**src/sv/cdr_pkg.sv**
```systemverilog
// Shared types and constants for the checked signed divider.
// Used by every module of the block; no dependencies.
`timescale 1ns / 1ps

package cdr_pkg;

	localparam int DATA_WIDTH_DEF = 32;
	localparam int STATUS_W       = 2;

	typedef enum logic {
		OP_QUOT = 1'b0,
		OP_REM  = 1'b1
	} op_t;

	typedef enum logic [STATUS_W-1:0] {
		ST_OK       = 2'd0,
		ST_DIV_ZERO = 2'd1,
		ST_OVERFLOW = 2'd2
	} status_t;

	// per-request control that rides along the cell chain
	typedef struct packed {
		op_t     op;
		logic    neg_q;
		logic    neg_r;
		status_t status;
	} ctl_t;

endpackage

```
**src/sv/cdr_cell.sv**
```systemverilog
// One restoring-division cell: produces one quotient bit per request and
// registers the partial remainder for the next cell. Depends on cdr_pkg.
`timescale 1ns / 1ps

module cdr_cell #(
	parameter int DATA_WIDTH = cdr_pkg::DATA_WIDTH_DEF
) (
	input  logic                  clk,
	input  logic                  arst_n,
	input  logic                  en,
	input  logic                  in_valid,
	input  logic [DATA_WIDTH-1:0] in_rem,
	input  logic [DATA_WIDTH-1:0] in_quo,
	input  logic [DATA_WIDTH-1:0] in_den,
	input  cdr_pkg::ctl_t         in_ctl,
	output logic                  out_valid,
	output logic [DATA_WIDTH-1:0] out_rem,
	output logic [DATA_WIDTH-1:0] out_quo,
	output logic [DATA_WIDTH-1:0] out_den,
	output cdr_pkg::ctl_t         out_ctl
);
	import cdr_pkg::*;

	logic [DATA_WIDTH:0]   trial;
	logic [DATA_WIDTH+1:0] diff;
	logic                  ge;
	logic [DATA_WIDTH-1:0] rem_nx;
	logic [DATA_WIDTH-1:0] quo_nx;

	logic                  valid_q;
	logic [DATA_WIDTH-1:0] rem_q;
	logic [DATA_WIDTH-1:0] quo_q;
	logic [DATA_WIDTH-1:0] den_q;
	ctl_t                  ctl_q;

	// shift the next dividend bit into the partial remainder and try a subtract
	always_comb begin
		trial  = {in_rem, in_quo[DATA_WIDTH-1]};
		diff   = {1'b0, trial} - {2'b00, in_den};
		ge     = ~diff[DATA_WIDTH+1];
		rem_nx = ge ? diff[DATA_WIDTH-1:0] : trial[DATA_WIDTH-1:0];
		quo_nx = {in_quo[DATA_WIDTH-2:0], ge};
	end

	always_ff @(posedge clk or negedge arst_n) begin
		if (!arst_n) begin
			valid_q <= 1'b0;
		end else if (en) begin
			valid_q <= in_valid;
		end
	end

	always_ff @(posedge clk) begin
		if (en) begin
			rem_q <= rem_nx;
			quo_q <= quo_nx;
			den_q <= in_den;
			ctl_q <= in_ctl;
		end
	end

	assign out_valid = valid_q;
	assign out_rem   = rem_q;
	assign out_quo   = quo_q;
	assign out_den   = den_q;
	assign out_ctl   = ctl_q;

endmodule

```
**config.mk**
```make
export PLATFORM = sky130hd
export DESIGN_NAME = cdr_cell
export DESIGN_NICKNAME = d
export VERILOG_FILES = /design/src/sv/cdr_pkg.sv /design/src/sv/cdr_cell.sv
export SDC_FILE = /design/constraint.sdc
export NUM_CORES = 1
export LEC_CHECK = 0
export BUFFER_PORTS_ARGS = -buffer_cell sky130_fd_sc_hd__buf_2
export CORE_ASPECT_RATIO = 0.7
export CORE_UTILIZATION = 50
export DETAILED_ROUTE_END_ITERATION = 7
export HOLD_SLACK_MARGIN = 0.06
export PLACE_DENSITY = 0.81
export SLEW_MARGIN = 30
export SYNTH_ARGS = -nofsm -noshare
export SYNTH_HDL_FRONTEND = slang
export SYNTH_SLANG_ARGS = --single-unit
```
**constraint.sdc**
```tcl
create_clock -name clk -period 1 [get_ports clk]
set_input_delay 0.15 -clock clk [delete_from_list [all_inputs] [get_ports clk]]
set_output_delay 0.15 -clock clk [all_outputs]
set_load 0.02 [all_outputs]
```
==> flow_metrics.env <==
export IMPL_grt_pass1_wl_um=31300
export IMPL_synth_commonest_cells="edfxtp_1 (101), inv_1 (41), a21oi_1 (32), ha_1 (32), mux2_4 (25)"
export IMPL_num_rows=31
export IMPL_synth_seq_area_share_pct=55.8
export IMPL_place_ws_ps=-1990
export IMPL_synth_area_um2=5480
export IMPL_initial_core_util_pct=52.1
export IMPL_synth_top_area_cell="edfxtp_1"
export IMPL_grt_pass1_vias=5808
export IMPL_vias_per_cell=6.29
export IMPL_port_buffers=206
export IMPL_clk_pin_slew_ps=100
export IMPL_synth_edff_count=101
export IMPL_synth_xor_area_share_pct=3.84
export IMPL_finalCritPeriodShare_pct=260
export IMPL_avgSynthCellArea_um2=12.9
export IMPL_vias=6231
export IMPL_yosys_area_share_simple_pct=7.29
export IMPL_cts_tree="built"
export IMPL_wl_um=26400
export IMPL_synth_cell_types=54
export IMPL_antenna_found_initial=1
export IMPL_synth_adder_area_share_pct=7.68
export IMPL_dr_pass1_iters=8
export IMPL_dieHeight_um=89.6
export IMPL_slowest_stage="o41a_1"
export IMPL_utilization_pct=92.1
export IMPL_status="finished with violations"
export IMPL_fill_cells=334
export IMPL_cts_root_buffer="clkbuf_16"
export IMPL_htree_levels=3
export IMPL_grt_overflow_total=0
export IMPL_coreArea_um2=10500
export IMPL_antenna_cells=0
export IMPL_drive_gt1_share_pct=52.3
export IMPL_yosys_warnings=0
export IMPL_synth_area_leaders="edfxtp_1 (55%), ha_1 (7.3%), mux2_4 (6.9%)"
export IMPL_grt_usage_pct=37.3
export IMPL_nNetsFinal=976
export IMPL_hp_start="in_den[12]"
export IMPL_cap_violations=0
export IMPL_r2r_start="out_valid"
export IMPL_worst_pin_slew_ps=433
export IMPL_drv_slew=0
export IMPL_required_ps=1130
export IMPL_r2r_setup_slack_ps=-40
export IMPL_timing_hold_violations_final=0
export IMPL_finalSetupTns_ps=-56540
export IMPL_dp_hpwl_um=11500
export IMPL_crit_buf_inv=3
export IMPL_path_max_fanout=3
export IMPL_worst_slack_ps=-1600
export IMPL_cts_buffers=9
export IMPL_die_w_um=127
export IMPL_synth_flop_cell="edfxtp_1"
export IMPL_synth_most_common_cell="edfxtp_1"
export IMPL_power_density_nw_per_um2=1550
export IMPL_critPathArrivalTime_ps=2730
export IMPL_clk_path_buf_depth=2
export IMPL_synth_async_reset_ratio_pct=0.980
export IMPL_internal_power_uw=10000
export IMPL_ir_worst_vdd_v=0.00127
export IMPL_post_route_min_period_ps=2600
export IMPL_critPathTopFamily="compound AO/OA/AOI/OAI gates"
export IMPL_syn2layout_area_growth_pct=76.7
export IMPL_gp_congestion=0.899
export IMPL_cpPeakStageDelay_ps=450
export IMPL_rr_endpoint="out_valid"
export IMPL_worstSetupPathType="in2reg"
export IMPL_rsz0062_at_grt="yes"
export IMPL_synth_top_family_by_area="compound AO/OA/AOI/OAI gates"
export IMPL_cp_cell_sequence="buf_2 > inv_1 > ha_1 > buf_4 > a21oi_1 > o211a_1 > o31ai_4 > o41a_1 > a41oi_2 > o21ai_1 > a21boi_2 > mux2_4"
export IMPL_mappedNetlistNets=562
export IMPL_clock_latency_ps=370
export IMPL_post_route_drc_count=9
export IMPL_max_freq_mhz=385
export IMPL_share_comb_of_total_power_pct=35.8
export IMPL_net_switching_power_uw=5010
export IMPL_muxShareOfSynthArea_pct=8.57
export IMPL_leakage_uw=0.00438
export IMPL_sw_frac_of_total_pct=33.3
export IMPL_setup_viol=136
export IMPL_hold_class="in2reg"
export IMPL_worst_r2r_path_depth=3
export IMPL_cts_sinks=102
export IMPL_cp_end_kind="flop"
export IMPL_worstSetupStartpointType="input pin"
export IMPL_synth_compound_area_share_pct=12.5
export IMPL_hold_ws_ps=72.3
export IMPL_ys_ff_latch=102
export IMPL_grt_max_degree=42
export IMPL_seqPwrFrac_pct=37.0
export IMPL_failed_checks="design-rule violations, negative setup slack"
export IMPL_routedWlPerCell_um=26.7
export IMPL_die_area_um2=11400
export IMPL_clockPowerShare_pct=27.1
export IMPL_ios=207
export IMPL_drt_iter0_markers=810
export IMPL_min_path_cells=2
export IMPL_yosysTopAreaCellShare_pct=55.4
export IMPL_drtAntennaViolNets=0
export IMPL_slew_headroom_pct=70.8
export IMPL_skew_ps=0
export IMPL_min_to="out_den[12]"
export IMPL_syn_inst=424
-- how the worst max path moves through the flow --
stage / startpoint / to / slack [ps] / cells after the start
floorplan: in_den[21] / out_rem[11] / -1640 / 12
global placement: in_quo[31] / out_rem[30] / -1890 / 13
detailed placement: in_quo[31] / out_rem[30] / -1990 / 13
CTS: in_quo[31] / out_rem[28] / -1380 / 13
global route: in_quo[31] / out_rem[28] / -1600 / 13
finish: in_den[5] / out_rem[28] / -1600 / 12
-- stage by stage --
stage          total power [uW]  cells  cell area, um^2
2_1_floorplan              7670    424             5600
3_3_place_gp               9110    881             7600
3_5_place_dp               9220    881             7600
4_1_cts                   13800    985             9210
5_1_grt                   15300    991             9680
6_report                  15000    991             9680
-- layout make-up --
cell class	count	area, um^2	area share, %
multi-input combinational	273	2470	25.5
tap	148	185	1.91
timing repair buffer	411	3470	35.8
clock inverter	7	97.6	1.01
inverter	41	176	1.82
sequential	102	3060	31.6
clock buffer	9	225	2.33
-- sequential cells by signal, summed over array words and instances, names as in the netlist --
register   cells
out_den       32
out_ctl        5
out_rem       32
out_valid      1
out_quo       32
-- routing by layer --
layer | vias up | GRT usage, % | part of all wire, % | wire (um)
li1 | 2420 | - | - | -
met1 | 2899 | 41.6 | 33 | 8770
met2 | 683 | 66.2 | 46 | 12100
met3 | 227 | 9.93 | 13 | 3330
met4 | 2 | 21.6 | 8.3 | 2210
met5 | - | 0 | 0.045 | 12
-- placed cells by master (no fill, tap or decap), types with 21 or more instances in the layout --
master and instances:
ha_1 21, mux2_4 27, buf_4 124, nand2_1 22, buf_6 96, inv_1 31, edfxtp_1 101, a21oi_1 26
buf_2 112, dlygate4sd3_1 68
-- worst register-to-register path, delay by kind of cell, from the launching register on --
family / cells / cell delay (ps)
flops: 1 / 410
mux: 1 / 250
buf+inv: 2 / 270
-- power by group through the flow --
stage	clock network (uW)	registers (uW)	logic (uW)
after CTS	3800	5410	4550
final	4080	5570	5390
after global routing	4140	5600	5510
after global placement	0	5450	3660
after detailed placement	0	5460	3760
after floorplan	0	6060	1600
-- timing repair --
item,4_1_cts,5_1_grt
gates resized for setup,114,133
endpoints found under the hold margin,68,0
gates cloned,2,0
pin swaps,26,10
buffers inserted,18,8
hold buffers,68,0
setup endpoints to repair,135,135
-- kinds of logic (layout without fill, tap and decap cells) --
| group | count (synthesis) | count (layout) |
|---|---|---|
| compound gates | 102 | 102 |
| buf+inv | 49 | 468 |
| mux | 34 | 34 |
| fa+ha+maj | 33 | 33 |
| xor+xnor | 24 | 24 |
| flops | 102 | 102 |
| simple gates | 80 | 80 |
(Power assumes the default switching activity.)
