<file path="config.mk">
export PLATFORM = sky130hd
export DESIGN_NAME = cdr_out
export DESIGN_NICKNAME = d
export VERILOG_FILES = /design/src/sv/cdr_pkg.sv /design/src/sv/cdr_out.sv
export SDC_FILE = /design/constraint.sdc
export NUM_CORES = 1
export LEC_CHECK = 0
export ABC_AREA = 1
export BUFFER_PORTS_ARGS = -buffer_cell sky130_fd_sc_hd__buf_2
export CORE_MARGIN = 3
export CORE_UTILIZATION = 43
export DETAILED_ROUTE_END_ITERATION = 8
export GPL_ROUTABILITY_DRIVEN = 0
export GPL_TIMING_DRIVEN = 0
export PLACE_DENSITY_LB_ADDON = 0.05
export SLEW_MARGIN = 30
export SYNTH_ARGS = -nofsm -noshare
export SYNTH_HDL_FRONTEND = slang
export SYNTH_SLANG_ARGS = --single-unit
</file>
<file path="constraint.sdc">
create_clock -name clk -period 10 [get_ports clk]
set_input_delay 2 -clock clk [delete_from_list [all_inputs] [get_ports clk]]
set_output_delay 2 -clock clk [all_outputs]
set_load 0.005 [all_outputs]
</file>
<file path="src/sv/cdr_pkg.sv">
// Shared types and constants for the checked signed divider.
// Used by every module of the block; no dependencies.
`timescale 1ns / 1ps

package cdr_pkg;

	localparam int DATA_WIDTH_DEF = 32;
	localparam int STATUS_W       = 2;

	typedef enum logic {
		OP_QUOT = 1'b0,
		OP_REM  = 1'b1
	} op_t;

	typedef enum logic [STATUS_W-1:0] {
		ST_OK       = 2'd0,
		ST_DIV_ZERO = 2'd1,
		ST_OVERFLOW = 2'd2
	} status_t;

	// per-request control that rides along the cell chain
	typedef struct packed {
		op_t     op;
		logic    neg_q;
		logic    neg_r;
		status_t status;
	} ctl_t;

endpackage

</file>
<file path="src/sv/cdr_out.sv">
// Output stage: sign fixup, error zeroing, and an output register with a
// skid entry so the cell chain can keep moving. Depends on cdr_pkg.
`timescale 1ns / 1ps

module cdr_out #(
	parameter int DATA_WIDTH = cdr_pkg::DATA_WIDTH_DEF
) (
	input  logic                                  clk,
	input  logic                                  arst_n,
	input  logic                                  in_valid,
	input  logic [DATA_WIDTH-1:0]                 in_rem,
	input  logic [DATA_WIDTH-1:0]                 in_quo,
	input  cdr_pkg::ctl_t                         in_ctl,
	output logic                                  adv,
	output logic                                  m_tvalid,
	input  logic                                  m_tready,
	output logic [((DATA_WIDTH+7)/8)*8-1:0]       m_tdata,  // value, zero padded
	output logic [cdr_pkg::STATUS_W-1:0]          m_tuser   // status
);
	import cdr_pkg::*;

	logic [DATA_WIDTH-1:0] sel;
	logic                  neg;
	logic [DATA_WIDTH-1:0] val;
	logic                  take;

	logic                  out_valid_q;
	logic [DATA_WIDTH-1:0] out_val_q;
	status_t               out_st_q;
	logic                  skid_valid_q;
	logic [DATA_WIDTH-1:0] skid_val_q;
	status_t               skid_st_q;

	always_comb begin
		sel = (in_ctl.op == OP_REM) ? in_rem : in_quo;
		neg = (in_ctl.op == OP_REM) ? in_ctl.neg_r : in_ctl.neg_q;
		if (in_ctl.status != ST_OK) begin
			val = '0;
		end else if (neg) begin
			val = '0 - sel;
		end else begin
			val = sel;
		end
	end

	assign adv  = ~skid_valid_q;
	assign take = in_valid & adv;

	always_ff @(posedge clk or negedge arst_n) begin
		if (!arst_n) begin
			out_valid_q  <= 1'b0;
			skid_valid_q <= 1'b0;
		end else if (skid_valid_q) begin
			if (m_tready) begin
				skid_valid_q <= 1'b0;
			end
		end else if (!out_valid_q || m_tready) begin
			out_valid_q <= take;
		end else if (take) begin
			skid_valid_q <= 1'b1;
		end
	end

	always_ff @(posedge clk) begin
		if (skid_valid_q) begin
			if (m_tready) begin
				out_val_q <= skid_val_q;
				out_st_q  <= skid_st_q;
			end
		end else if (!out_valid_q || m_tready) begin
			out_val_q <= val;
			out_st_q  <= in_ctl.status;
		end else begin
			skid_val_q <= val;
			skid_st_q  <= in_ctl.status;
		end
	end

	assign m_tvalid = out_valid_q;
	assign m_tdata  = ((DATA_WIDTH+7)/8*8)'(out_val_q);
	assign m_tuser  = out_st_q;

endmodule

</file>
==> Flow_metrics.wiki <==
{| class="wikitable"
! Metric !! Value
|-
| RSZ-0062 raised after global routing || false
|-
| Worst EP required || 8000 ps
|-
| Gate Count Post-Synth || 621
|-
| Min-delay worst type || register to register
|-
| Post-synthesis instance area || 4594 um2
|-
| Final worst-path setup slack || 6359 ps
|-
| Worst clock skew || 4.404 ps
|-
| Reg-to-Reg End || m_tdata[28]
|-
| Full die area || 11960 um2
|-
| CP max stage cell || sky130_fd_sc_hd__buf_1
|-
| Switching share of total power || 30.04%
|-
| Routed via count divided by cell count || 4.838
|-
| Die X-Extent || 109.4 um
|-
| Total of max-cap violations || 0
|-
| Proportion of power drawn by combinational gates || 26.9%
|-
| Leakage Power || 2.755 nW
|-
| H-tree levels || 3
|-
| Final max-slew violation count || 0
|-
| Final worst hold slack || 516.5 ps
|-
| Critical path type || register to output pin
|-
| Clock power share || 23.0%
|-
| Tot GR Track Use || 19.99%
|-
| Final-report hold violation count || 0
|-
| Global-route wire length before repair || 18650 um
|-
| Setup Viol. Count Final || 0
|-
| Antenna cell count || 0
|-
| Post-route total power || 0.7697 mW
|-
| Antenna violations before repair || 0
|-
| Area added between synthesis and finish || 20.29%
|-
| Register-to-register setup slack || 8140 ps
|-
| CTS root buf || sky130_fd_sc_hd__clkbuf_8
|-
| Die boundary height || 109.4 um
|-
| Yosys reg bits || 70
|-
| Initial Utilization || 44.31%
|-
| Starting DRC count in detailed routing || 198
|-
| Total number of nets in the final design || 816
|-
| Core occupancy in the finished layout || 53.29%
|-
| Number of antenna-violating nets in the routed design || 0
|-
| Net switching power || 0.2312 mW
|-
| Bufs on Longest Clock Path || 2
|-
| Largest cells by area after synthesis || sky130_fd_sc_hd__edfxtp_1 44%, sky130_fd_sc_hd__nand2_1 21%, sky130_fd_sc_hd__inv_1 5.4%, sky130_fd_sc_hd__nor2_1 3.6%, sky130_fd_sc_hd__nand3_1 3.2%
|-
| Fin Setup TNS || 0 ps
|-
| Share of the clock period used by the worst path after layout || 36.41%
|-
| DRC violations left || 0
|-
| Placed Instance Area || 5379 um2
|-
| Power per cell area || 139.3 nW/um2
|-
| Worst Setup Start Kind || register
|-
| Max stage delay on crit path || 390 ps
|-
| Via count of the routed design || 4267
|-
| Post-cts repair resize count || 0
|-
| Maximum number of pins on one net before global-route repair || 20
|-
| I/O pin count || 109
|-
| Buffers inserted by post-CTS timing repair || 0
|-
| Total clock buffers created by CTS || 9
|-
| Core area || 10370 um2
|-
| Crit-path max FO || 10
|-
| Cts hold-fix bufs || 0
|-
| Total detailed-routing wirelength || 11560 um
|-
| R2R depth || 4
|-
| TritonCTS clock tree || done
|-
| Share of cells above drive strength 1 || 23.99%
|-
| Maximum clock frequency || 274.6 MHz
|-
| Number of non-filler instances in the completed layout || 882
|-
| Number of instances on the worst hold path || 2
|-
| Nets in the synthesized netlist || 695
|-
| Most area-hungry cell type in the Yosys netlist || sky130_fd_sc_hd__edfxtp_1
|-
| Yosys synthesis warning count || 0
|-
| Clock slew at reported path FFs || 60 ps
|-
| Worst-case hold path end point || m_tuser[1]
|-
| Part of the total power dissipated in sequential elements || 50.1%
|-
| Detail-routed net length per standard cell || 13.10 um
|-
| Crit path DAT || 1640 ps
|-
| Final global-route overflow total || 0
|-
| Source-to-sink clock delay at the later pin of the worst-skew pair || 330 ps
|-
| Mapped Avg Cell Area || 7.398 um2
|-
| Via count of the first global-routing pass || 3934
|-
| Worst Max-Slew Pin Slew || 596.4 ps
|-
| Startpoint of the worst-slack reg-to-reg timing path || skid_valid_q
|-
| Sequence of cells on the critical path || clkbuf_1, inv_1, buf_1, buf_2
|-
| Distinct cells, synth || 35
|-
| Port-buffer cells || 108
|-
| Internal power of the cells || 0.5384 mW
|-
| Number of cells in the design after placement || 867
|-
| Maximum vdd ir drop || 74.26 uV
|-
| Worst slack after detailed placement || 6058 ps
|-
| Most frequent cells in the layout || 256 x sky130_fd_sc_hd__nand2_1, 114 x sky130_fd_sc_hd__buf_2, 68 x sky130_fd_sc_hd__edfxtp_1, 66 x sky130_fd_sc_hd__inv_1, 43 x sky130_fd_sc_hd__nor2_1
|-
| Detail Placement HPWL || 9514 um
|-
| Post-layout minimum cycle time || 3641 ps
|-
| Run status || complete, no violations
|-
| CP endpoint kind || output pin
|-
| Num rows || 37
|-
| Detailed-router iteration count before antenna repair || 5
|-
| Most common library cell in the layout ignoring fill and taps || sky130_fd_sc_hd__nand2_1
|-
| Slew margin rel. || 60.09%
|-
| Sequential-to-total area share from yosys stat || 45.53%
|-
| Fill cell count || 1053
|-
| Startpoint of the most critical hold path || skid_st_q[1]
|-
| Post-route cell area || 5527 um2
|-
| # clock sinks || 70
|-
| Area share of the largest cell type after synthesis || 44.44%
|}
cells in the mapped netlist:
cell type,n
sky130_fd_sc_hd__nand3_4,1
sky130_fd_sc_hd__buf_6,4
sky130_fd_sc_hd__o21ai_2,2
sky130_fd_sc_hd__nand4_1,16
sky130_fd_sc_hd__edfxtp_1,68
sky130_fd_sc_hd__nand2_1,256
sky130_fd_sc_hd__dfrtp_1,2
sky130_fd_sc_hd__nand2_4,1
sky130_fd_sc_hd__nand3_1,29
sky130_fd_sc_hd__buf_4,3
sky130_fd_sc_hd__ha_1,1
sky130_fd_sc_hd__nor3_1,2
sky130_fd_sc_hd__inv_2,5
sky130_fd_sc_hd__buf_1,3
sky130_fd_sc_hd__a21oi_1,7
sky130_fd_sc_hd__o21ai_0,28
sky130_fd_sc_hd__o22ai_1,1
sky130_fd_sc_hd__nand3_2,5
sky130_fd_sc_hd__a21oi_4,1
sky130_fd_sc_hd__nor2_1,44
sky130_fd_sc_hd__inv_1,66
sky130_fd_sc_hd__a211oi_1,1
sky130_fd_sc_hd__nor2_2,4
sky130_fd_sc_hd__buf_2,6
sky130_fd_sc_hd__o21ai_1,19
sky130_fd_sc_hd__o21a_1,2
sky130_fd_sc_hd__nand2_2,18
sky130_fd_sc_hd__buf_8,1
sky130_fd_sc_hd__o21ai_4,1
sky130_fd_sc_hd__clkbuf_1,8
sky130_fd_sc_hd__nor2_4,3
sky130_fd_sc_hd__nand3b_1,2
sky130_fd_sc_hd__or2_2,1
sky130_fd_sc_hd__o21bai_2,1
sky130_fd_sc_hd__and3_1,9
sequential cells by signal, indices dropped and copies added (netlist names):
name	cells
skid_st_q	2
skid_val_q	32
m_tvalid	1
m_tuser	2
m_tdata	32
skid_valid_q	1
per-layer routing:
layer  global-route usage [%]  vias to the layer above  wire length, um
met3                    3.112                       14              820
met2                    30.08                      176             4877
li1                         -                     2244                -
met4                    6.233                        0              174
met5                        0                        -                0
met1                    29.65                     1833             5682
critical path: cells and delay by family, from the launching register on:
kind,cells,cell delay (ps)
flip-flops,1,350
buffers and inverters,4,960
worst max-delay path by stage:
stage	slack [ps]	depth (start not counted)	endpoint	startpoint
5_1_grt	6160	4	adv	skid_valid_q
2_1_floorplan	6010	3	skid_st_q[0]	m_tready
3_5_place_dp	6060	12	skid_val_q[30]	in_ctl[4]
6_report	6360	4	adv	skid_valid_q
4_1_cts	6330	4	adv	skid_valid_q
3_3_place_gp	5310	4	skid_val_q[27]	m_tready
power groups by stage:
stage	logic (mW)	registers (mW)	clock network [mW]
global route	0.235	0.389	0.198
CTS	0.208	0.386	0.184
global placement	0.195	0.395	0
detailed placement	0.208	0.392	0
floorplan	0.117	0.398	0
finish	0.207	0.386	0.177
cell families after synthesis:
group	count (synthesis)	share of synthesized area, %
and+or+nand+nor	391	37.20
DFF	70	45.53
buffers and inverters	96	9.150
AOI/OAI and AO/OA	63	7.843
adders and majority gates	1	0.2723
area by class of cell:
class	instances	area [um2]	share of cell area, %
Clock buffer	12	135.1	2.445
Multi-Input combinational cell	455	2101	38.01
Inverter	71	266.5	4.822
Tap cell	136	170.2	3.079
Clock inverter	3	12.51	0.2264
Timing Repair Buffer	110	595.6	10.78
Sequential cell	70	2092	37.85
Buffer	25	153.9	2.785
Power figures use the tool's default switching activity.
